### src/rtl/isl_pkg.sv
// ----------------------------------------------------------------------------
// isl_pkg
// shared types and constants of the indexed shift list: request codes,
// per-cell shift commands, control states and read-out grouping
// ----------------------------------------------------------------------------
`default_nettype none

package isl_pkg;

  // default number of list entries
  localparam int unsigned ListDepthDefault = 128;

  // widths fixed by the request and result fields
  localparam int unsigned ModeW  = 3;
  localparam int unsigned PosW   = 8;
  localparam int unsigned WordW  = 32;
  localparam int unsigned LenW   = 8;

  // cells gathered by one leaf of the registered read-out tree
  localparam int unsigned RdGroup = 16;

  // request codes
  typedef enum logic [ModeW-1:0] {
    MODE_INS_POS   = 3'd0,
    MODE_INS_FRONT = 3'd1,
    MODE_INS_BACK  = 3'd2,
    MODE_DEL_POS   = 3'd3,
    MODE_DEL_FRONT = 3'd4,
    MODE_DEL_BACK  = 3'd5,
    MODE_READ      = 3'd6
  } mode_e;

  // what every cell does with its word
  typedef enum logic [1:0] {
    CELL_HOLD = 2'd0,
    CELL_INS  = 2'd1,
    CELL_DEL  = 2'd2
  } cell_op_e;

  typedef struct packed {
    cell_op_e                 op;
    logic signed [WordW-1:0]  value;
  } cell_cmd_t;

  // control states, one-hot
  typedef enum logic [2:0] {
    ST_IDLE   = 3'b001,
    ST_GATHER = 3'b010,
    ST_MERGE  = 3'b100
  } state_e;

endpackage

`default_nettype wire

### src/rtl/isl_cell.sv
// ----------------------------------------------------------------------------
// isl_cell
// one list slot: holds a word, takes the left neighbor's on an insert below
// its slot, the new value on an insert at it, the right neighbor's on a delete
// at or below it, and drives its word onto the read-out tree when selected
// ----------------------------------------------------------------------------
`default_nettype none

module isl_cell import isl_pkg::*; #(
  parameter int unsigned SLOT_W   = 9,
  parameter int unsigned CELL_IDX = 0
) (
  input  wire logic                     clk_i,
  input  wire cell_cmd_t                cmd_i,
  input  wire logic [SLOT_W-1:0]        slot_i,
  input  wire logic signed [WordW-1:0]  left_i,
  input  wire logic signed [WordW-1:0]  right_i,
  input  wire logic                     rd_en_i,
  input  wire logic [SLOT_W-1:0]        rd_slot_i,
  output logic signed [WordW-1:0]       word_o,
  output logic signed [WordW-1:0]       rd_word_o
);

  localparam logic [SLOT_W-1:0] MyIdx = SLOT_W'(CELL_IDX);

  logic signed [WordW-1:0] word_q, word_d;

  // next word from the shift command
  always_comb begin
    word_d = word_q;
    case (cmd_i.op)
      CELL_INS: begin
        if (MyIdx > slot_i) begin
          word_d = left_i;
        end else if (MyIdx == slot_i) begin
          word_d = cmd_i.value;
        end
      end
      CELL_DEL: begin
        if (MyIdx >= slot_i) begin
          word_d = right_i;
        end
      end
      default: word_d = word_q;
    endcase
  end

  always_ff @(posedge clk_i) begin
    word_q <= word_d;
  end

  assign word_o    = word_q;
  assign rd_word_o = (rd_en_i && (rd_slot_i == MyIdx)) ? word_q : '0;

endmodule

`default_nettype wire

### config.mk
export PLATFORM = sky130hd
export DESIGN_NAME = isl_cell
export DESIGN_NICKNAME = d
export VERILOG_FILES = /design/src/rtl/isl_pkg.sv /design/src/rtl/isl_cell.sv
export SDC_FILE = /design/constraint.sdc
export NUM_CORES = 1
export LEC_CHECK = 0
export BUFFER_PORTS_ARGS = -buffer_cell sky130_fd_sc_hd__buf_2
export CAP_MARGIN = 0
export CORE_ASPECT_RATIO = 1.4
export CORE_MARGIN = 2
export CORE_UTILIZATION = 41
export CTS_CLUSTER_DIAMETER = 40
export DETAILED_ROUTE_END_ITERATION = 10
export PLACE_DENSITY_LB_ADDON = 0.1
export SYNTH_ARGS = -nofsm -noshare
export SYNTH_HDL_FRONTEND = slang
export SYNTH_SLANG_ARGS = --single-unit
### constraint.sdc
create_clock -name clk_i -period 3.8 [get_ports clk_i]
set_clock_uncertainty 0.2 [all_clocks]
set_input_delay 0.95 -clock clk_i [delete_from_list [all_inputs] [get_ports clk_i]]
set_output_delay 0.95 -clock clk_i [all_outputs]
set_load 0.005 [all_outputs]
==> flow_summary.ini <==
[status]
status = complete, no violations

[floorplan]
rows = 30
die_w_um = 63.6
die_y_um = 87.5
dieArea_sq_mm = 0.00556
initial_utilization_pct = 42.4
core_sq_mm = 0.00480
io_pins = 182

[sta]
setup-violations-final = 0
setup_tns_ns = 0
maxSlewHeadroom_pct = 40.2
fmax_mhz = 286
rsz0062_at_grt = no
hold_slack_ns = 0.766
finalMaxSlewViolations = 0
hold_violations = 0
timing.final.crit_share_pct = 91.9
tightest_slew_ns = 0.895
finalCriticalPeriod_ns = 3.49

[synth]
ys_warn_count = 0
ys_seq_area_share_pct = 47.1
synth.distinct_cells = 20
syn_nets = 270
avgSynthCellArea_sq_um = 13.4
synth_seq_cells = 32
synth_area_sq_mm = 0.00204
syn-instance-count = 152

[worst_setup_path]
endpoint_kind = output pin
critical_path.top_delay_family = simple AND/OR/NAND/NOR gates
crit_chain = buf_2 > or4_4 > nor4_1 > buf_2
required_ns = 2.65
crit_buf_inv = 2
cpMostUsedCell = buf_2
critPathKind = in -> out
critPathSlowestCell = or4_4
critical_path_arrival_ns = 2.34
slowest_delay_ns = 0.80
worst-path-max-fanout = 32
worstSetupStartpointType = input pin

[cells_and_area]
largest_reg_flops = 32
fillers = 446
antenna_cells = 0
nets = 414
drive_above_1_share_pct = 74.4
area_growth_pct = 40.8
layout_common_cells = buf_2 (149), inv_1 (32), edfxtp_1 (32)
mostFrequentLayoutCell = buf_2

[global_route]
grt_pass1_vias = 1679
antenna_found_initial = 0
grt.total_usage_pct = 18.5
grt_max_degree = 33
grt_pass1_wl_um = 7800
grt.overflow.total = 0

[clocking]
clkTransAtPathRegs_ns = 0.06
clockBufferDepth = 2
hold_buffers = 0
cts_tree = done
clock-sinks = 32
htreeDepth = 2
post_cts_buffers = 0
cts_buffers = 5
post_cts_resized = 0
root_buffer = clkbuf_8

[route]
post_drt_wl_per_cell_um = 13.8
vias_per_cell = 4.71
num_vias = 1699
ant_nets = 0
dr.pass1.iters = 4
totalWireLength_um = 4980
drtIter0Drc = 33
post-route-drc-count = 0

[job]
maxCapViolCount = 0

[placed_design]
place.gp.congestion = 0.669
place.port_buffers = 149
dp_hpwl_um = 3720

[pwr]
vdd_drop_max_uv = 200
power_leakage_nw = 1.32
powerDensity_mw_per_mm2 = 256

[min_path]
min_path_type = in -> reg
## Yosys cell counts
library cell	count	area [sq um]
clkbuf_1	2	7.51
nor4_2	27	338
nor3_1	1	5.00
nor4_4	3	63.8
buf_6	1	11.3
and4_1	1	8.76
buf_1	3	11.3
buf_2	6	30.0
or4_1	1	7.51
mux2_1	2	22.5
inv_1	32	120
mux2_2	30	338
edfxtp_1	32	961
xor2_1	1	8.76
or4_4	1	11.3
nand2b_1	1	6.26
nor2b_1	1	6.26
nor4_1	3	18.8
nor2_1	1	3.75
buf_12	3	60.1
## area by class of cell
class                   instances  area, sq um  share of cell area [%]
repair buffers                152          781                    27.2
multi-input cells              73          850                    29.6
clock buffers                   7         76.3                    2.66
inverters                      32          120                    4.18
well taps                      64         80.1                    2.79
flip-flops and latches         32          961                    33.5
clock inverters                 1         3.75                   0.131
## metal layers
layer / part of all wire (%) / global-route usage [%] / routed length [um]
met2: 53 / 34.1 / 2640
met1: 35 / 18.8 / 1750
met4: 0.56 / 5.93 / 28
met3: 11 / 7.50 / 554
met5: 0 / 0 / 0
## stage by stage
step                cells  util [%]  worst slack [ns]  total power (W)  area (sq um)
floorplan             152         -             0.671         0.000456          2040
global placement      353      58.1             0.317         0.000500          2790
detailed placement    353      58.1             0.309         0.000503          2790
CTS                   361      59.8             0.307         0.000748          2870
global route          361      59.8             0.251         0.000770          2870
finish                361      59.8             0.308         0.000736          2870
## worst paths after layout
kind                      from            to  slack, ns  depth (start not counted)
setup / recovery  rd_slot_i[5]  rd_word_o[0]       0.31                          4
hold / removal        cmd_i[5]     word_o[5]       0.77                          2
## logic make-up (layout without fill, tap and decap cells)
| family | Yosys count | after routing | share of synthesized area, % |
|---|---|---|---|
| buf+inv | 47 | 192 | 11.8 |
| simple gates | 40 | 40 | 23.0 |
| xor+xnor | 1 | 1 | 0.430 |
| flops | 32 | 32 | 47.1 |
| mux | 32 | 32 | 17.7 |
## where the power goes
part	switching (W)	leakage (nW)	internal, W	total (W)
registers	0.000000186	0.288	0.000391	0.000392
logic	0.0000434	0.997	0.0000599	0.000103
clock network	0.000114	0.0399	0.000127	0.000241
Note: power is estimated with default switching activity, not from simulation.
